### src/rtl/core/bcdc_pkg.sv
// ----------------------------------------------------------------------------
// bcdc_pkg
// Shared types, register indexes and constants of the bit-crush, downsample
// and clip block.
// ----------------------------------------------------------------------------
package bcdc_pkg;

	localparam int CFG_IDX_W  = 3;
	localparam int CFG_DATA_W = 32;

	typedef logic [CFG_IDX_W-1:0] cfg_idx_t;

	localparam cfg_idx_t REG_DISTORTION_ON = 3'd0;
	localparam cfg_idx_t REG_CRUSH_BITS    = 3'd1;
	localparam cfg_idx_t REG_RATE_CODE     = 3'd2;
	localparam cfg_idx_t REG_OUT_GAIN      = 3'd3;
	localparam cfg_idx_t REG_CLIP_LEVEL    = 3'd4;

	localparam int GAIN_W  = 32;
	localparam int CLIP_W  = 15;
	localparam int CRUSH_W = 3;
	localparam int RATE_W  = 3;
	localparam int OUT_W   = 16;
	localparam int FILL_W  = 5;
	localparam int SUM_W   = 62;
	localparam int DIV_W   = 45;
	localparam int CHUNK_W = 16;

	localparam logic [GAIN_W-1:0] GAIN_RESET = 32'd65536;
	localparam logic [CLIP_W-1:0] CLIP_RESET = 15'd32700;
	localparam logic [SUM_W-1:0]  SUM_LIM    = {1'b0, {(SUM_W-1){1'b1}}};

	function automatic logic [FILL_W-1:0] win_len(input logic [RATE_W-1:0] code);
		logic [FILL_W-1:0] len;
		case (code)
			3'd0: len = 5'd1;
			3'd1: len = 5'd2;
			3'd2: len = 5'd3;
			3'd3: len = 5'd4;
			3'd4: len = 5'd8;
			3'd5: len = 5'd10;
			3'd6: len = 5'd20;
			default: len = 5'd1;
		endcase
		return len;
	endfunction

endpackage

### src/rtl/core/bcdc_in_if.sv
// ----------------------------------------------------------------------------
// bcdc_in_if
// Input sample channel: valid, ready and one signed Q24.8 sample.
// ----------------------------------------------------------------------------
interface bcdc_in_if #(
	parameter int SAMPLE_BITS = 32
) ();
	logic                          valid;
	logic                          ready;
	logic signed [SAMPLE_BITS-1:0] mix_sample;

	modport source (output valid, output mix_sample, input ready);
	modport sink (input valid, input mix_sample, output ready);
endinterface

### src/rtl/core/bcdc_out_if.sv
// ----------------------------------------------------------------------------
// bcdc_out_if
// Output sample channel: valid, ready, one clipped sample and a run marker.
// ----------------------------------------------------------------------------
interface bcdc_out_if ();
	logic                              valid;
	logic                              ready;
	logic signed [bcdc_pkg::OUT_W-1:0] out_sample;
	logic                              last_of_run;

	modport source (output valid, output out_sample, output last_of_run, input ready);
	modport sink (input valid, input out_sample, input last_of_run, output ready);
endinterface

### src/rtl/core/bit_crush_downsample_clip.sv
// ----------------------------------------------------------------------------
// bit_crush_downsample_clip
// Gain, bit reduction, window averaging and clipping of a mixed sample stream.
// ----------------------------------------------------------------------------
//
// Channel     Direction  Payload                      Transfer when
// samp_in     sink       mix_sample                   valid && ready
// samp_out    source     out_sample, last_of_run      valid && ready
// cfg         write      cfg_index, cfg_wdata         cfg_we
//
// The gain is applied by one 16 x 32 multiplier, one slice per cycle, over NCH
// slices, where NCH is the number of 16-bit slices of SAMPLE_BITS (2 at the
// default). A closing window then passes through the one-bit-a-cycle divider.
// Each result waits in the output register until its transfer; the input is
// not ready until the last result of the sample has gone out.
// Reset clears the window and loads the register defaults.
// ----------------------------------------------------------------------------
module bit_crush_downsample_clip #(
	parameter int SAMPLE_BITS = 32
) (
	input  logic                               clk,
	input  logic                               arst_n,
	input  logic                               cfg_we,
	input  logic [bcdc_pkg::CFG_IDX_W-1:0]     cfg_index,
	input  logic [bcdc_pkg::CFG_DATA_W-1:0]    cfg_wdata,
	bcdc_in_if.sink                            samp_in,
	bcdc_out_if.source                         samp_out
);

	localparam int NCH   = (SAMPLE_BITS + bcdc_pkg::CHUNK_W - 1) / bcdc_pkg::CHUNK_W;
	localparam int OP_W  = NCH * bcdc_pkg::CHUNK_W;
	localparam int ACC_W = OP_W + bcdc_pkg::GAIN_W;
	localparam int EXT_W = (ACC_W > bcdc_pkg::SUM_W) ? ACC_W : bcdc_pkg::SUM_W;
	localparam int MC_W  = (NCH > 1) ? $clog2(NCH) : 1;
	localparam int PP_W  = bcdc_pkg::CHUNK_W + bcdc_pkg::GAIN_W;
	localparam int DC_W  = $clog2(bcdc_pkg::DIV_W);
	localparam int SH_W  = 5;

	typedef enum logic [2:0] {
		S_IDLE,
		S_MUL,
		S_ACC,
		S_DIV,
		S_EMIT
	} state_t;

	state_t                                 state_q;
	logic                                   dist_q;
	logic [bcdc_pkg::CRUSH_W-1:0]           crush_q;
	logic [bcdc_pkg::RATE_W-1:0]            rate_q;
	logic [bcdc_pkg::GAIN_W-1:0]            gain_q;
	logic [bcdc_pkg::CLIP_W-1:0]            clip_q;
	logic signed [bcdc_pkg::SUM_W-1:0]      sum_q;
	logic [bcdc_pkg::FILL_W-1:0]            fill_q;
	logic [OP_W-1:0]                        op_q;
	logic [ACC_W-1:0]                       acc_q;
	logic [MC_W-1:0]                        mcnt_q;
	logic                                   neg_q;
	logic [bcdc_pkg::DIV_W-1:0]             div_q;
	logic [bcdc_pkg::FILL_W-1:0]            rem_q;
	logic [bcdc_pkg::FILL_W-1:0]            dvs_q;
	logic [DC_W-1:0]                        dcnt_q;
	logic [bcdc_pkg::FILL_W-1:0]            left_q;
	logic                                   out_valid_q;
	logic signed [bcdc_pkg::OUT_W-1:0]      out_sample_q;
	logic                                   out_last_q;

	logic                                   in_xfer;
	logic                                   out_xfer;
	logic                                   in_neg;
	logic [SAMPLE_BITS-1:0]                 in_mag;
	logic [SH_W-1:0]                        crush_sh;
	logic [SAMPLE_BITS-1:0]                 in_crushed;
	logic [PP_W-1:0]                        pp;
	logic [EXT_W-1:0]                       acc_ext;
	logic [bcdc_pkg::SUM_W-2:0]             prod_sat;
	logic signed [bcdc_pkg::SUM_W:0]        term;
	logic signed [bcdc_pkg::SUM_W:0]        sum_raw;
	logic signed [bcdc_pkg::SUM_W-1:0]      sum_sat;
	logic [bcdc_pkg::SUM_W-1:0]             sum_mag;
	logic [bcdc_pkg::FILL_W-1:0]            fill_nxt;
	logic                                   win_close;
	logic [bcdc_pkg::CLIP_W-1:0]            gain_q15;
	logic [bcdc_pkg::CLIP_W-1:0]            gain_mag;
	logic [bcdc_pkg::FILL_W:0]              trial;
	logic                                   trial_ge;
	logic [bcdc_pkg::CLIP_W-1:0]            avg_mag;
	logic [bcdc_pkg::OUT_W-1:0]             gain_out;
	logic [bcdc_pkg::OUT_W-1:0]             avg_out;

	assign in_xfer  = samp_in.valid && samp_in.ready;
	assign out_xfer = out_valid_q && samp_out.ready;

	assign samp_in.ready        = (state_q == S_IDLE);
	assign samp_out.valid       = out_valid_q;
	assign samp_out.out_sample  = out_sample_q;
	assign samp_out.last_of_run = out_last_q;

	always_comb begin
		in_neg     = samp_in.mix_sample[SAMPLE_BITS-1];
		in_mag     = in_neg ? (~samp_in.mix_sample + 1'b1) : samp_in.mix_sample;
		crush_sh   = SH_W'(8) + {1'b0, crush_q, 1'b0};
		in_crushed = in_mag >> crush_sh;

		pp = op_q[OP_W-1 -: bcdc_pkg::CHUNK_W] * gain_q;

		acc_ext  = EXT_W'(acc_q);
		prod_sat = (|acc_ext[EXT_W-1:bcdc_pkg::SUM_W-1]) ? bcdc_pkg::SUM_LIM[bcdc_pkg::SUM_W-2:0]
		                                                 : acc_ext[bcdc_pkg::SUM_W-2:0];
		term     = neg_q ? -$signed({2'b00, prod_sat}) : $signed({2'b00, prod_sat});
		sum_raw  = $signed({sum_q[bcdc_pkg::SUM_W-1], sum_q}) + term;
		if (sum_raw > $signed({1'b0, bcdc_pkg::SUM_LIM})) begin
			sum_sat = $signed(bcdc_pkg::SUM_LIM);
		end else if (sum_raw < -$signed({1'b0, bcdc_pkg::SUM_LIM})) begin
			sum_sat = -$signed(bcdc_pkg::SUM_LIM);
		end else begin
			sum_sat = sum_raw[bcdc_pkg::SUM_W-1:0];
		end
		sum_mag = sum_sat[bcdc_pkg::SUM_W-1] ? (~sum_sat + 1'b1) : sum_sat;

		fill_nxt  = fill_q + 1'b1;
		win_close = (fill_nxt >= bcdc_pkg::win_len(rate_q));

		gain_q15 = (|acc_q[ACC_W-1:39]) ? {bcdc_pkg::CLIP_W{1'b1}} : acc_q[38:24];
		gain_mag = (gain_q15 > clip_q) ? clip_q : gain_q15;
		gain_out = neg_q ? (~{1'b0, gain_mag} + 1'b1) : {1'b0, gain_mag};

		trial    = {rem_q, div_q[bcdc_pkg::DIV_W-1]};
		trial_ge = (trial >= {1'b0, dvs_q});

		avg_mag = (div_q > bcdc_pkg::DIV_W'(clip_q)) ? clip_q : div_q[bcdc_pkg::CLIP_W-1:0];
		avg_out = neg_q ? (~{1'b0, avg_mag} + 1'b1) : {1'b0, avg_mag};
	end

	always_ff @(posedge clk or negedge arst_n) begin
		if (!arst_n) begin
			state_q      <= S_IDLE;
			dist_q       <= 1'b0;
			crush_q      <= '0;
			rate_q       <= '0;
			gain_q       <= bcdc_pkg::GAIN_RESET;
			clip_q       <= bcdc_pkg::CLIP_RESET;
			sum_q        <= '0;
			fill_q       <= '0;
			op_q         <= '0;
			acc_q        <= '0;
			mcnt_q       <= '0;
			neg_q        <= 1'b0;
			div_q        <= '0;
			rem_q        <= '0;
			dvs_q        <= '0;
			dcnt_q       <= '0;
			left_q       <= '0;
			out_valid_q  <= 1'b0;
			out_sample_q <= '0;
			out_last_q   <= 1'b0;
		end else begin
			if (cfg_we) begin
				case (cfg_index)
					bcdc_pkg::REG_DISTORTION_ON: dist_q  <= cfg_wdata[0];
					bcdc_pkg::REG_CRUSH_BITS:    crush_q <= cfg_wdata[bcdc_pkg::CRUSH_W-1:0];
					bcdc_pkg::REG_RATE_CODE:     rate_q  <= cfg_wdata[bcdc_pkg::RATE_W-1:0];
					bcdc_pkg::REG_OUT_GAIN:      gain_q  <= cfg_wdata[bcdc_pkg::GAIN_W-1:0];
					bcdc_pkg::REG_CLIP_LEVEL:    clip_q  <= cfg_wdata[bcdc_pkg::CLIP_W-1:0];
					default: ;
				endcase
			end

			case (state_q)
				S_IDLE: begin
					if (in_xfer) begin
						op_q    <= OP_W'(dist_q ? in_crushed : in_mag);
						neg_q   <= in_neg;
						acc_q   <= '0;
						mcnt_q  <= MC_W'(NCH - 1);
						state_q <= S_MUL;
					end
				end
				S_MUL: begin
					acc_q <= (acc_q << bcdc_pkg::CHUNK_W) + ACC_W'(pp);
					op_q  <= op_q << bcdc_pkg::CHUNK_W;
					if (mcnt_q == '0) begin
						state_q <= S_ACC;
					end else begin
						mcnt_q <= mcnt_q - 1'b1;
					end
				end
				S_ACC: begin
					if (!dist_q) begin
						out_sample_q <= $signed(gain_out);
						out_last_q   <= 1'b1;
						out_valid_q  <= 1'b1;
						left_q       <= bcdc_pkg::FILL_W'(1);
						state_q      <= S_EMIT;
					end else if (win_close) begin
						div_q   <= sum_mag[bcdc_pkg::SUM_W-2:16];
						neg_q   <= sum_sat[bcdc_pkg::SUM_W-1];
						rem_q   <= '0;
						dvs_q   <= fill_nxt;
						left_q  <= fill_nxt;
						dcnt_q  <= DC_W'(bcdc_pkg::DIV_W - 1);
						sum_q   <= '0;
						fill_q  <= '0;
						state_q <= S_DIV;
					end else begin
						sum_q   <= sum_sat;
						fill_q  <= fill_nxt;
						state_q <= S_IDLE;
					end
				end
				S_DIV: begin
					rem_q <= trial_ge ? (trial[bcdc_pkg::FILL_W-1:0] - dvs_q)
					                  : trial[bcdc_pkg::FILL_W-1:0];
					div_q <= {div_q[bcdc_pkg::DIV_W-2:0], trial_ge};
					if (dcnt_q == '0) begin
						state_q <= S_EMIT;
					end else begin
						dcnt_q <= dcnt_q - 1'b1;
					end
				end
				S_EMIT: begin
					if (!out_valid_q) begin
						out_sample_q <= $signed(avg_out);
						out_last_q   <= (left_q == bcdc_pkg::FILL_W'(1));
						out_valid_q  <= 1'b1;
					end else if (out_xfer) begin
						if (left_q == bcdc_pkg::FILL_W'(1)) begin
							out_valid_q <= 1'b0;
							state_q     <= S_IDLE;
						end else begin
							left_q     <= left_q - 1'b1;
							out_last_q <= (left_q == bcdc_pkg::FILL_W'(2));
						end
					end
				end
				default: begin
					state_q <= S_IDLE;
				end
			endcase
		end
	end

endmodule
### src/flat_wrapper.sv
// flat-port wrapper written by rule: the top's interface ports become plain ports
module bit_crush_downsample_clip_flat 
#(
	parameter int SAMPLE_BITS = 32
)
  (clk, arst_n, cfg_we, cfg_index, cfg_wdata, samp_in_valid, samp_in_mix_sample, samp_in_ready, samp_out_valid, samp_out_out_sample, samp_out_last_of_run, samp_out_ready);
  bcdc_in_if #(.SAMPLE_BITS(SAMPLE_BITS)) samp_in_i ();
  bcdc_out_if samp_out_i ();
  input  logic clk;
  input  logic arst_n;
  input  logic cfg_we;
  input  logic [bcdc_pkg::CFG_IDX_W-1:0] cfg_index;
  input  logic [bcdc_pkg::CFG_DATA_W-1:0] cfg_wdata;
  input wire logic [$bits(samp_in_i.valid)-1:0] samp_in_valid;
  input wire logic [$bits(samp_in_i.mix_sample)-1:0] samp_in_mix_sample;
  output wire logic [$bits(samp_in_i.ready)-1:0] samp_in_ready;
  output wire logic [$bits(samp_out_i.valid)-1:0] samp_out_valid;
  output wire logic [$bits(samp_out_i.out_sample)-1:0] samp_out_out_sample;
  output wire logic [$bits(samp_out_i.last_of_run)-1:0] samp_out_last_of_run;
  input wire logic [$bits(samp_out_i.ready)-1:0] samp_out_ready;
  assign samp_in_i.valid = samp_in_valid;
  assign samp_in_i.mix_sample = samp_in_mix_sample;
  assign samp_in_ready = samp_in_i.ready;
  assign samp_out_valid = samp_out_i.valid;
  assign samp_out_out_sample = samp_out_i.out_sample;
  assign samp_out_last_of_run = samp_out_i.last_of_run;
  assign samp_out_i.ready = samp_out_ready;
  bit_crush_downsample_clip #(.SAMPLE_BITS(SAMPLE_BITS)) u_core (.clk(clk), .arst_n(arst_n), .cfg_we(cfg_we), .cfg_index(cfg_index), .cfg_wdata(cfg_wdata), .samp_in(samp_in_i), .samp_out(samp_out_i));
endmodule
### config.mk
export PLATFORM = sky130hd
export DESIGN_NAME = bit_crush_downsample_clip_flat
export DESIGN_NICKNAME = d
export VERILOG_FILES = /design/src/rtl/core/bcdc_pkg.sv /design/src/rtl/core/bcdc_in_if.sv /design/src/rtl/core/bcdc_out_if.sv /design/src/rtl/core/bit_crush_downsample_clip.sv /design/src/flat_wrapper.sv
export SDC_FILE = /design/constraint.sdc
export NUM_CORES = 2
export LEC_CHECK = 0
export BUFFER_PORTS_ARGS = -buffer_cell sky130_fd_sc_hd__buf_4
export CORE_MARGIN = 2
export CORE_UTILIZATION = 55
export DETAILED_ROUTE_END_ITERATION = 8
export GPL_TIMING_DRIVEN = 0
export MAX_ROUTING_LAYER = met4
export PLACE_DENSITY = 0.71
export SLEW_MARGIN = 20
export SYNTH_ARGS = -nofsm -noshare
export SYNTH_HDL_FRONTEND = slang
export SYNTH_SLANG_ARGS = --single-unit
### constraint.sdc
create_clock -name clk -period 9.4 [get_ports clk]
set_clock_uncertainty 0.1 [all_clocks]
set_input_delay 1.41 -clock clk [delete_from_list [all_inputs] [get_ports clk]]
set_output_delay 1.41 -clock clk [all_outputs]
set_load 0.01 [all_outputs]
==> flow_summary.yaml <==
timing:
  fin_crit_ps: 9170
  timing.slew.headroom: 0.182
  hold_violations: 0
  final_min_period_over_clock_period: 0.975
  upper_clock_frequency_limit_mhz: 109
  finalMaxSlewViolations: 0
  setup_violations: 0
  grt_setup_unrepaired: "yes"
  final_critical_path_setup_slack_ps: 232
  transition_time_of_the_tightest_slew_check_pin_ps: 1220
  setup-tns-final_ps: 0
global_route:
  grt_overflow: 0
  global_route_wire_length_before_repair_um: 241000
  grt_start_max_net_pins: 95
  number_of_antenna_violations_at_the_first_check_in_global_routing: 8
  grt_pass1_vias: 39629
  track_usage: 0.417
finish:
  area_growth_syn_to_layout_pct: 9.91
  final_core_util: 0.610
  seqCellArea_um2: 7670
  multiInputGateArea_um2: 31700
  finish.instance_area_um2: 46300
  nFillCells: 6901
  design.final.nets: 6092
  post_route_cells_drive_above_1_share: 0.0787
floorplan:
  dieWidth_um: 281
  floorplan.die.height_um: 281
  io-pin-count: 91
  rows: 101
  initial_core_util: 0.555
  die-area_um2: 78800
  design.core.area_um2: 75800
logic_synthesis:
  mappedNetlistNets: 5947
  netlist_area_um2: 42100
  synth_flop_cell: "sky130_fd_sc_hd__dfrtp_1"
  ys_async_sr_fraction: 1.00
  netlist-cell-type-count: 103
  ys_seq_elements: 306
  seq_area_frac_synth: 0.182
  synthCells: 5173
  mean_cell_area_of_the_mapped_netlist_um2: 8.14
  synth_enable_flop_cells: 0
  yosys_warnings: 0
critical_path:
  max_stage_delay_ps: 510
  cp_launch_point: "u_core.acc_ext[63]$_DFFE_PN0P_"
  r2r.worst_path.cells: 30
  end_kind: "flop"
  required_ps: 9760
  crit_path_start_kind: "flop"
  critPathSlowestCell: "sky130_fd_sc_hd__or3b_2"
  worst-path-max-fanout: 10
  reg2reg_from: "u_core.acc_ext[63]$_DFFE_PN0P_"
  arrival_ps: 9530
  r2r_slack_ps: 230
  timing.critical_path.to: "u_core.div_q[41]$_DFFE_PN0P_"
  regToRegEndpoint: "u_core.div_q[41]$_DFFE_PN0P_"
  timing.setup.critical_path_class: "flop to flop"
clock_network:
  clk_path_buf_depth: 3
  numClockSinks: 306
  htree_num_levels: 2
  cts.root.buffer_cell: "sky130_fd_sc_hd__clkbuf_16"
  cts_tree: "yes"
  cts.reportedPaths.clkPinSlew_ps: 60
  clk_latency_ps: 610
  post_cts_hold_buffer_count: 0
  cts_made_buffers: 38
job:
  max_cap_viol_count: 0
route:
  wire_per_inst_um: 25.0
  finalWirelength_um: 159000
  vias: 40694
  dr_pass1_iterations: 6
  vias_per_cell: 6.43
  ant_nets: 0
  drc: 0
  drt_iter0_drc: 4504
place:
  port_buffers: 90
  post-place-ws_ps: -1880
  place.gp.congestion: 1.08
  dpl.hpwl_um: 127000
  dpl_cell_area_um2: 44100
outcome:
  run_status: "finished clean"
hold_path:
  hold_path.class: "flop to flop"
  hold_path_startpoint: "u_core.samp_out.out_sample[5]$_DFFE_PN0P_"
==> cell usage in the layout, fill, tap and decap left out, types with 49 or more instances in the layout <==
| master | count |
|---|---|
| sky130_fd_sc_hd__o31ai_1 | 82 |
| sky130_fd_sc_hd__nor3_1 | 108 |
| sky130_fd_sc_hd__mux2_2 | 57 |
| sky130_fd_sc_hd__fa_1 | 452 |
| sky130_fd_sc_hd__xor2_1 | 87 |
| sky130_fd_sc_hd__mux2i_1 | 58 |
| sky130_fd_sc_hd__a21oi_1 | 312 |
| sky130_fd_sc_hd__o21ai_0 | 333 |
| sky130_fd_sc_hd__dfrtp_1 | 293 |
| sky130_fd_sc_hd__nand4_1 | 49 |
| sky130_fd_sc_hd__xnor2_1 | 79 |
| sky130_fd_sc_hd__nand2_1 | 744 |
| sky130_fd_sc_hd__buf_4 | 110 |
| sky130_fd_sc_hd__ha_1 | 248 |
| sky130_fd_sc_hd__inv_1 | 554 |
| sky130_fd_sc_hd__nand3_1 | 132 |
| sky130_fd_sc_hd__a21o_1 | 58 |
| sky130_fd_sc_hd__nor2_1 | 338 |
| sky130_fd_sc_hd__clkbuf_1 | 239 |
| sky130_fd_sc_hd__and2_1 | 157 |
==> final cells by class <==
| type | instances | share of cell area |
|---|---|---|
| diodes | 6 | 0.000325 |
| plain buffers | 300 | 0.0260 |
| clock buffers | 46 | 0.0223 |
| clock inverters | 23 | 0.00898 |
| inverters | 555 | 0.0450 |
| multi-input cells | 4007 | 0.686 |
| flip-flops and latches | 306 | 0.166 |
| well taps | 978 | 0.0265 |
| repair buffers | 110 | 0.0193 |
==> synth_stat cells, drive strengths merged, types with 57 or more instances <==
| master | instances | share of area |
|---|---|---|
| xnor2 | 90 | 0.019 |
| mux2 | 57 | 0.015 |
| nand2 | 745 | 0.067 |
| o31ai | 86 | 0.015 |
| fa | 452 | 0.21 |
| inv | 555 | 0.049 |
| clkbuf | 270 | 0.024 |
| nor3 | 117 | 0.014 |
| ha | 250 | 0.074 |
| a21o | 58 | 0.010 |
| o21ai | 343 | 0.041 |
| dfrtp | 293 | 0.17 |
| a21oi | 318 | 0.038 |
| nand3 | 133 | 0.016 |
| xor2 | 92 | 0.019 |
| and2 | 157 | 0.023 |
| mux2i | 58 | 0.014 |
| nor2 | 341 | 0.030 |
==> sequential cells by signal, summed over array words and instances (netlist names), 3 cells and up <==
signal                      cells
u_core.acc_ext                 64
u_core.clip_q                  15
u_core.crush_q                  3
u_core.dcnt_q                   6
u_core.div_q                   45
u_core.dvs_q                    5
u_core.fill_q                   5
u_core.gain_q                  32
u_core.left_q                   5
u_core.op_q                    32
u_core.rate_q                   3
u_core.rem_q                    5
u_core.samp_out.out_sample     16
u_core.state_q                  3
u_core.sum_q                   62
==> kinds of logic (layout without fill, tap and decap cells) <==
group,Yosys count,count (layout),synth area share
compound gates,1189,1189,0.179
xor+xnor,182,182,0.0379
fa+ha+maj,708,708,0.291
buf+inv,860,1034,0.0776
flops,306,306,0.182
mux,115,115,0.0290
other cells,0,6,0
simple gates,1813,1813,0.204
==> per-stage QoR <==
step           cells  hold WS [ps]
2_1_floorplan   5173           338
3_3_place_gp    6241           357
3_5_place_dp    6244           372
4_1_cts         6320           387
5_1_grt         6331           411
6_report        6331           386
==> repair_timing <==
item	CTS	global route
resized for setup	51	94
setup endpoints to repair	107	111
buffers inserted	8	9
pin swaps	5	11
==> worst min-delay path by stage <==
stage                                                      to  depth (start not counted)  slack, ps
CTS                              u_core.sum_q[17]$_DFFE_PN0P_                          2        390
global placement                  u_core.op_q[30]$_DFFE_PN0P_                          2        360
floorplan                         u_core.op_q[22]$_DFFE_PN0P_                          2        340
finish              u_core.samp_out.out_sample[5]$_DFFE_PN0P_                          1        390
global route                     u_core.sum_q[13]$_DFFE_PN0P_                          2        410
detailed placement  u_core.samp_out.out_sample[5]$_DFFE_PN0P_                          1        370
==> routing by layer <==
layer  wire, um  vias to the layer above  global-route usage  share of wire
met1      60500                    19895               0.526           0.38
met5          0                        -                   -              0
met4      10000                        0               0.216          0.063
li1           -                    17841                   -              -
met2      71400                     2409               0.634           0.45
met3      16600                      549              0.0860           0.10
==> worst max-delay path, delay by kind of cell (launching register included) <==
family                   cells  cell delay [ps]
flip-flops                   1              410
AO/OA/AOI/OAI                7             1740
XOR/XNOR                     2              610
AND/OR/NAND/NOR             14             4320
adder cells (fa/ha/maj)      2              520
buffers and inverters        5             1320
Power is not shown: default switching activity piles up to over one toggle a cycle in this logic, so the estimate is an artifact.
